<file path="config.mk">
export PLATFORM = sky130hd
export DESIGN_NAME = skt_ctrl
export DESIGN_NICKNAME = d
export VERILOG_FILES = /design/src/skt_pkg.sv /design/src/skt_cmp.sv /design/src/skt_ctrl.sv
export SDC_FILE = /design/constraint.sdc
export NUM_CORES = 1
export LEC_CHECK = 0
export ABC_CLOCK_PERIOD_IN_PS = 12400
export BUFFER_PORTS_ARGS = -buffer_cell sky130_fd_sc_hd__buf_2
export CAP_MARGIN = 40
export CORE_AREA = 3 3 176 178
export DETAILED_ROUTE_END_ITERATION = 12
export DIE_AREA = 0 0 179 181
export SETUP_SLACK_MARGIN = 0.05
export SYNTH_ARGS = -nofsm -noshare
export SYNTH_HDL_FRONTEND = slang
export SYNTH_SLANG_ARGS = --single-unit
</file>
<file path="constraint.sdc">
create_clock -name clk_i -period 12.4 [get_ports clk_i]
set_input_delay 3.72 -clock clk_i [delete_from_list [all_inputs] [get_ports clk_i]]
set_output_delay 3.72 -clock clk_i [all_outputs]
set_load 0.005 [all_outputs]
</file>
<file path="src/skt_pkg.sv">
package skt_pkg;

  // Command codes
  localparam logic [2:0] CMD_INSERT = 3'd0;
  localparam logic [2:0] CMD_DELETE = 3'd1;
  localparam logic [2:0] CMD_LOOKUP = 3'd2;
  localparam logic [2:0] CMD_CLEAR  = 3'd3;
  localparam logic [2:0] CMD_REWIND = 3'd4;
  localparam logic [2:0] CMD_NEXT   = 3'd5;

  // Status codes
  localparam logic [2:0] ST_OK        = 3'd0;
  localparam logic [2:0] ST_FULL      = 3'd1;
  localparam logic [2:0] ST_NOT_FOUND = 3'd2;
  localparam logic [2:0] ST_EMPTY     = 3'd3;
  localparam logic [2:0] ST_PAST_END  = 3'd4;

  typedef struct packed {
    logic [2:0]         cmd;
    logic signed [31:0] key;
    logic [63:0]        name_tag;
    logic [9:0]         grade;
  } skt_cmd_t;

  typedef struct packed {
    logic [2:0]         status;
    logic               found;
    logic signed [31:0] out_key;
    logic [63:0]        out_name_tag;
    logic [9:0]         out_grade;
    logic [6:0]         count;
    logic               full_res;
  } skt_res_t;

  // One stored record
  typedef struct packed {
    logic signed [31:0] key;
    logic [63:0]        name_tag;
    logic [9:0]         grade;
  } skt_rec_t;

  // Key compare flags: a < b, a == b, a > b
  typedef struct packed {
    logic lt;
    logic eq;
    logic gt;
  } skt_cmp_t;

  typedef enum logic [3:0] {
    S_IDLE,
    S_INS_RD,
    S_INS_WR,
    S_DEL_RD,
    S_DEL_CHK,
    S_LK_RD,
    S_LK_CHK,
    S_NX_CHK
  } skt_state_e;

endpackage

</file>
<file path="src/skt_cmp.sv">
module skt_cmp (
  input  logic signed [31:0] a_i,
  input  logic signed [31:0] b_i,
  output skt_pkg::skt_cmp_t  cmp_o
);

  // Signed key compare shared by insert, delete and lookup
  always_comb begin
    cmp_o.lt = (a_i < b_i);
    cmp_o.eq = (a_i == b_i);
    cmp_o.gt = (a_i > b_i);
  end

endmodule

</file>
<file path="src/skt_ctrl.sv">
module skt_ctrl #(
  parameter int DEPTH = 64,
  parameter int AW    = 6,
  parameter int CW    = 7
) (
  input  logic              clk_i,
  input  logic              rst_ni,
  input  logic              start_i,
  input  skt_pkg::skt_cmd_t cmd_i,
  output logic              busy_o,
  output logic              res_vld_o,
  output skt_pkg::skt_res_t res_o,
  output logic              mem_we_o,
  output logic [AW-1:0]     mem_waddr_o,
  output skt_pkg::skt_rec_t mem_wdata_o,
  output logic              mem_re_o,
  output logic [AW-1:0]     mem_raddr_o,
  input  skt_pkg::skt_rec_t mem_rdata_i
);

  localparam int SW = CW + 2;

  skt_pkg::skt_state_e state_q, state_d;
  logic [CW-1:0]       cnt_q, cnt_d;
  logic [CW-1:0]       iter_q, iter_d;
  logic [CW-1:0]       idx_q, idx_d;
  logic signed [SW-1:0] lo_q, lo_d;
  logic signed [SW-1:0] hi_q, hi_d;
  logic [AW-1:0]       mid_q, mid_d;
  logic                found_q, found_d;
  skt_pkg::skt_cmd_t   op_q, op_d;

  logic [CW-1:0]        idx_m1;
  logic [CW-1:0]        idx_p1;
  logic signed [SW-1:0] mid_s;
  logic [31:0]          cnt_ext;
  skt_pkg::skt_rec_t    new_rec;
  skt_pkg::skt_cmp_t    cmp;
  logic                 emit;
  logic                 hit;
  logic [2:0]           st;

  function automatic logic [AW-1:0] mid_of(logic signed [SW-1:0] lo,
                                           logic signed [SW-1:0] hi);
    logic signed [SW-1:0] s;
    s = lo + hi;
    if (s < 0) begin
      return '0;
    end
    return s[AW:1];
  endfunction

  skt_cmp u_cmp (
    .a_i   (mem_rdata_i.key),
    .b_i   (op_q.key),
    .cmp_o (cmp)
  );

  assign idx_m1 = idx_q - CW'(1);
  assign idx_p1 = idx_q + CW'(1);
  assign mid_s  = $signed(SW'(mid_q));
  assign new_rec.key      = op_q.key;
  assign new_rec.name_tag = op_q.name_tag;
  assign new_rec.grade    = op_q.grade;
  assign busy_o = (state_q != skt_pkg::S_IDLE);

  always_ff @(posedge clk_i or negedge rst_ni) begin
    if (!rst_ni) begin
      state_q <= skt_pkg::S_IDLE;
      cnt_q   <= '0;
      iter_q  <= '0;
      found_q <= 1'b0;
    end else begin
      state_q <= state_d;
      cnt_q   <= cnt_d;
      iter_q  <= iter_d;
      found_q <= found_d;
    end
  end

  always_ff @(posedge clk_i) begin
    idx_q <= idx_d;
    lo_q  <= lo_d;
    hi_q  <= hi_d;
    mid_q <= mid_d;
    op_q  <= op_d;
  end

  always_comb begin
    state_d     = state_q;
    cnt_d       = cnt_q;
    iter_d      = iter_q;
    idx_d       = idx_q;
    lo_d        = lo_q;
    hi_d        = hi_q;
    mid_d       = mid_q;
    found_d     = found_q;
    op_d        = op_q;
    mem_we_o    = 1'b0;
    mem_waddr_o = idx_q[AW-1:0];
    mem_wdata_o = new_rec;
    mem_re_o    = 1'b0;
    mem_raddr_o = idx_q[AW-1:0];
    emit        = 1'b0;
    hit         = 1'b0;
    st          = skt_pkg::ST_OK;

    case (state_q)
      skt_pkg::S_IDLE: begin
        if (start_i) begin
          op_d = cmd_i;
          case (cmd_i.cmd)
            skt_pkg::CMD_INSERT: begin
              if (cnt_q == CW'(DEPTH)) begin
                emit = 1'b1;
                st   = skt_pkg::ST_FULL;
              end else begin
                idx_d   = cnt_q;
                state_d = skt_pkg::S_INS_RD;
              end
            end
            skt_pkg::CMD_DELETE: begin
              if (cnt_q == '0) begin
                emit = 1'b1;
                st   = skt_pkg::ST_EMPTY;
              end else begin
                idx_d   = '0;
                found_d = 1'b0;
                state_d = skt_pkg::S_DEL_RD;
              end
            end
            skt_pkg::CMD_LOOKUP: begin
              if (cnt_q == '0) begin
                emit = 1'b1;
                st   = skt_pkg::ST_EMPTY;
              end else begin
                lo_d    = '0;
                hi_d    = $signed({2'b00, cnt_q}) - SW'(1);
                mid_d   = mid_of(lo_d, hi_d);
                state_d = skt_pkg::S_LK_RD;
              end
            end
            skt_pkg::CMD_CLEAR: begin
              cnt_d  = '0;
              iter_d = '0;
              emit   = 1'b1;
            end
            skt_pkg::CMD_REWIND: begin
              iter_d = '0;
              emit   = 1'b1;
            end
            skt_pkg::CMD_NEXT: begin
              if (iter_q >= cnt_q) begin
                emit = 1'b1;
                st   = skt_pkg::ST_PAST_END;
              end else begin
                mem_re_o    = 1'b1;
                mem_raddr_o = iter_q[AW-1:0];
                state_d     = skt_pkg::S_NX_CHK;
              end
            end
            default: begin
              emit = 1'b1;
            end
          endcase
        end
      end

      skt_pkg::S_INS_RD: begin
        if (idx_q == '0) begin
          mem_we_o    = 1'b1;
          mem_waddr_o = '0;
          mem_wdata_o = new_rec;
          cnt_d       = cnt_q + CW'(1);
          emit        = 1'b1;
          state_d     = skt_pkg::S_IDLE;
        end else begin
          mem_re_o    = 1'b1;
          mem_raddr_o = idx_m1[AW-1:0];
          state_d     = skt_pkg::S_INS_WR;
        end
      end

      skt_pkg::S_INS_WR: begin
        mem_we_o    = 1'b1;
        mem_waddr_o = idx_q[AW-1:0];
        if (cmp.lt) begin
          mem_wdata_o = new_rec;
          cnt_d       = cnt_q + CW'(1);
          emit        = 1'b1;
          state_d     = skt_pkg::S_IDLE;
        end else begin
          mem_wdata_o = mem_rdata_i;
          idx_d       = idx_m1;
          state_d     = skt_pkg::S_INS_RD;
        end
      end

      skt_pkg::S_DEL_RD: begin
        mem_re_o    = 1'b1;
        mem_raddr_o = idx_q[AW-1:0];
        state_d     = skt_pkg::S_DEL_CHK;
      end

      skt_pkg::S_DEL_CHK: begin
        if (found_q) begin
          mem_we_o    = 1'b1;
          mem_waddr_o = idx_m1[AW-1:0];
          mem_wdata_o = mem_rdata_i;
        end else if (cmp.eq) begin
          found_d = 1'b1;
        end
        if (idx_p1 == cnt_q) begin
          emit    = 1'b1;
          state_d = skt_pkg::S_IDLE;
          if (found_d) begin
            cnt_d = cnt_q - CW'(1);
          end else begin
            st = skt_pkg::ST_NOT_FOUND;
          end
        end else begin
          idx_d   = idx_p1;
          state_d = skt_pkg::S_DEL_RD;
        end
      end

      skt_pkg::S_LK_RD: begin
        mem_re_o    = 1'b1;
        mem_raddr_o = mid_q;
        state_d     = skt_pkg::S_LK_CHK;
      end

      skt_pkg::S_LK_CHK: begin
        if ((lo_q <= hi_q) && !cmp.eq) begin
          if (cmp.gt) begin
            hi_d = mid_s - SW'(1);
          end else begin
            lo_d = mid_s + SW'(1);
          end
          mid_d   = mid_of(lo_d, hi_d);
          state_d = skt_pkg::S_LK_RD;
        end else begin
          emit    = 1'b1;
          state_d = skt_pkg::S_IDLE;
          if (cmp.eq) begin
            hit = 1'b1;
          end else begin
            st = skt_pkg::ST_NOT_FOUND;
          end
        end
      end

      skt_pkg::S_NX_CHK: begin
        hit     = 1'b1;
        iter_d  = iter_q + CW'(1);
        emit    = 1'b1;
        state_d = skt_pkg::S_IDLE;
      end

      default: begin
        state_d = skt_pkg::S_IDLE;
      end
    endcase
  end

  assign cnt_ext = 32'(cnt_d);

  always_comb begin
    res_vld_o           = emit;
    res_o.status        = st;
    res_o.found         = hit;
    res_o.out_key       = hit ? mem_rdata_i.key : '0;
    res_o.out_name_tag  = hit ? mem_rdata_i.name_tag : '0;
    res_o.out_grade     = hit ? mem_rdata_i.grade : '0;
    res_o.count         = cnt_ext[6:0];
    res_o.full_res      = (cnt_d == CW'(DEPTH));
  end

  a_cnt_bound: assert property (@(posedge clk_i) disable iff (!rst_ni)
    cnt_q <= CW'(DEPTH))
    else $error("entry count above depth");

  a_cnt_step: assert property (@(posedge clk_i) disable iff (!rst_ni)
    (cnt_q != $past(cnt_q)) |->
      (cnt_q == $past(cnt_q) + 1 || cnt_q + 1 == $past(cnt_q) || cnt_q == '0))
    else $error("entry count moved by more than one");

  a_iter_step: assert property (@(posedge clk_i) disable iff (!rst_ni)
    (iter_q != $past(iter_q)) |-> (iter_q == '0 || iter_q == $past(iter_q) + 1))
    else $error("iterator jumped");

  a_mid_range: assert property (@(posedge clk_i) disable iff (!rst_ni)
    (state_q == skt_pkg::S_LK_RD) |-> (CW'(mid_q) < cnt_q))
    else $error("search probe outside the filled entries");

endmodule

</file>
==> flow_metrics.env <==
export IMPL_slowest_delay_ns=0.62
export IMPL_hold_start="iter_q[0]"
export IMPL_dp_hpwl_um=35400
export IMPL_cp_slowest_cell="buf_4"
export IMPL_final_util_pct=47.3
export IMPL_synthCells=1077
export IMPL_gp_congestion=0.966
export IMPL_crit_chain="buf_2, ha_1, and4_1, and3_1, nand3_1, a21oi_1, o31ai_4, nor2b_1, or3_1, a21oi_4, buf_4, mux2_2, buf_2"
export IMPL_cts_resized=0
export IMPL_synthTopCellsByCount="edfxtp_1 (137), and2_1 (112), nand2_1 (85)"
export IMPL_skew_ns=0.0191
export IMPL_synth_avg_cell_area_um2=9.97
export IMPL_htree_levels=4
export IMPL_fin_crit_ns=11.27
export IMPL_grt_pass1_wl_um=63800
export IMPL_synth_flop_cell="edfxtp_1"
export IMPL_slew_violations=0
export IMPL_ir_drop_mv=0.0990
export IMPL_max_cap_violations=0
export IMPL_end_kind="output pin"
export IMPL_grt_pass1_vias=9918
export IMPL_p_per_area_mw_per_mm2=188
export IMPL_vias=10011
export IMPL_synth_top_area_cell="edfxtp_1"
export IMPL_r2r_start="new_rec[89]"
export IMPL_die_y_um=181
export IMPL_path_max_fanout=55
export IMPL_grt_max_degree=81
export IMPL_postRouteAntennaNets=0
export IMPL_yosysSeqAreaShare_pct=42.5
export IMPL_cts_buffers_inserted=17
export IMPL_drc=0
export IMPL_slew_headroom_pct=40.9
export IMPL_hold_viol=0
export IMPL_grt_overflow=0
export IMPL_yosys_top_cells_area="edfxtp_1 (38%), mux2_2 (8.0%), ha_1 (7.5%)"
export IMPL_hold_buffers=0
export IMPL_cts_num_sinks=155
export IMPL_hold_slack_ns=0.556
export IMPL_hold_class="register to register"
export IMPL_crit_type="input pin to output pin"
export IMPL_fin_crit_sh_pct=90.9
export IMPL_die_area_mm2=0.0324
export IMPL_synth_edf_count=137
export IMPL_rsz0062_at_grt="false"
export IMPL_path_clk_slew_ns=0.07
export IMPL_netlist_area_mm2=0.0107
export IMPL_ys_ff_latch=155
export IMPL_areaGrowthSynthToFinish_pct=30.1
export IMPL_start_util_pct=36.3
export IMPL_cts_buffer_depth=2
export IMPL_wl_per_cell_um=22.6
export IMPL_core_mm2=0.0296
export IMPL_critPathRequiredTime_ns=8.68
export IMPL_portBuffers=457
export IMPL_cts_tree="yes"
export IMPL_tns_ns=0
export IMPL_final_nets=1785
export IMPL_yosysWarningCount=0
export IMPL_setup_viol=0
export IMPL_critical_path_startpoint="mem_rdata_i[105]"
export IMPL_num_io_pins=458
export IMPL_cp_common_cell="buf_2"
export IMPL_p_leak_nw=6.44
export IMPL_post_cts_setup_buffer_count=0
export IMPL_rows=63
export IMPL_synth_cell_type_count=74
export IMPL_grt_use_total_pct=26.3
export IMPL_rrSetupSlack_ns=6.95
export IMPL_async_flop_share_pct=11.6
export IMPL_max_freq_mhz=88.7
export IMPL_routed_wl_um=43100
export IMPL_first_pass_iters=5
export IMPL_antenna_found_initial=18
export IMPL_synth_most_common_cell="edfxtp_1"
export IMPL_chipWidth_um=179
export IMPL_crit_arrival_ns=7.55
export IMPL_clock_latency_ns=0.44
export IMPL_drt_iter0_drc=804
export IMPL_drive_gt1_share_pct=39.1
export IMPL_start_kind="input pin"
export IMPL_synth_nets=1360
export IMPL_vias_per_cell=5.24
export IMPL_synth_top_cell_area_share_pct=38.3
export IMPL_status="finished, final reports clean"
export IMPL_tightestPinTransition_ns=0.886
export IMPL_cts_root_buf="clkbuf_16"
==> worst max-delay path, delay by kind of cell <==
family	cells	cell delay (ns)
mux	1	0.46
fa+ha+maj	1	0.45
compound gates	3	0.80
buf+inv	3	0.90
simple gates	5	1.19
==> placed cells by master (no fill, tap or decap), drive strengths merged, types with 4 or more instances in the layout <==
cell and instances:
a31oi 10, a21oi 41, nor4 4, nor2b 10, edfxtp 137, nor3 25
xnor2 32, o32ai 4, nand4 11, a22oi 4, clkbuf 17, clkinv 11
o21ai 68, nand2 85, nand2b 7, a211oi 5, ha 64, xor2 16
mux2 76, nand3 25, inv 66, buf 470, o21a 16, a21o 19
o22a 4, or3 6, nor2 71, a221o 10, and2 113, diode 4
dfrtp 18, and3 10, o31ai 8, o211ai 5
==> state kept, by name, indices dropped and copies added (netlist names) <==
signal   cells
cnt_q        7
found_q      1
hi_q         9
idx_q        7
iter_q       7
lo_q         9
mid_q        6
new_rec    106
state_q      3
==> final timing paths <==
| kind | end | cells past startpoint |
|---|---|---|
| max | mem_wdata_o[15] | 13 |
| min | iter_q[0] | 1 |
| max reg2reg | mid_q[0] | 19 |
| min reg2reg | iter_q[0] | 1 |
| max in group asynchronous | found_q | 1 |
| min in group asynchronous | iter_q[1] | 1 |
==> power by group <==
| part | leakage [nW] | switching [mW] | internal [mW] |
|---|---|---|---|
| Clock | 0.293 | 0.267 | 0.272 |
| Sequential | 1.51 | 0.136 | 0.721 |
| Combinational | 4.64 | 0.696 | 0.537 |
| Total | 6.44 | 1.10 | 1.53 |
==> metal layers <==
layer	GRT usage, %	routed length, um	vias up
li1	-	-	4724
met1	32.2	16800	4771
met2	44.7	21400	406
met3	8.05	3450	84
met4	7.29	1180	26
met5	0	169	-
==> layout make-up <==
cell class                      instances  area [um2]
Antenna cell                            4        10.0
Clock buffer                           17         425
Clock inverter                         15         178
Fill cell                            2944       15600
Inverter                               62         235
Multi-Input combinational cell        796        5620
Sequential cell                       155        4560
Tap cell                              390         488
Timing Repair Buffer                  470        2450
==> through the flow <==
stage | instances | instance area, um2 | setup WS (ns) | power [mW]
floorplan | 1077 | 10700 | 2.10 | 1.61
global placement | 1868 | 13300 | 1.23 | 2.07
detailed placement | 1873 | 13400 | 1.09 | 2.09
CTS | 1905 | 14000 | 1.09 | 2.64
global route | 1906 | 14000 | 0.865 | 2.80
finish | 1909 | 14000 | 1.13 | 2.63
==> cell families after synthesis <==
family	after synthesis	synth area share, %
flops	155	42.5
buf+inv	126	5.32
compound gates	222	13.7
xor+xnor	49	4.12
fa+ha+maj	65	7.64
mux	79	8.25
simple gates	381	18.5
Note: power is estimated with default switching activity, not from simulation.
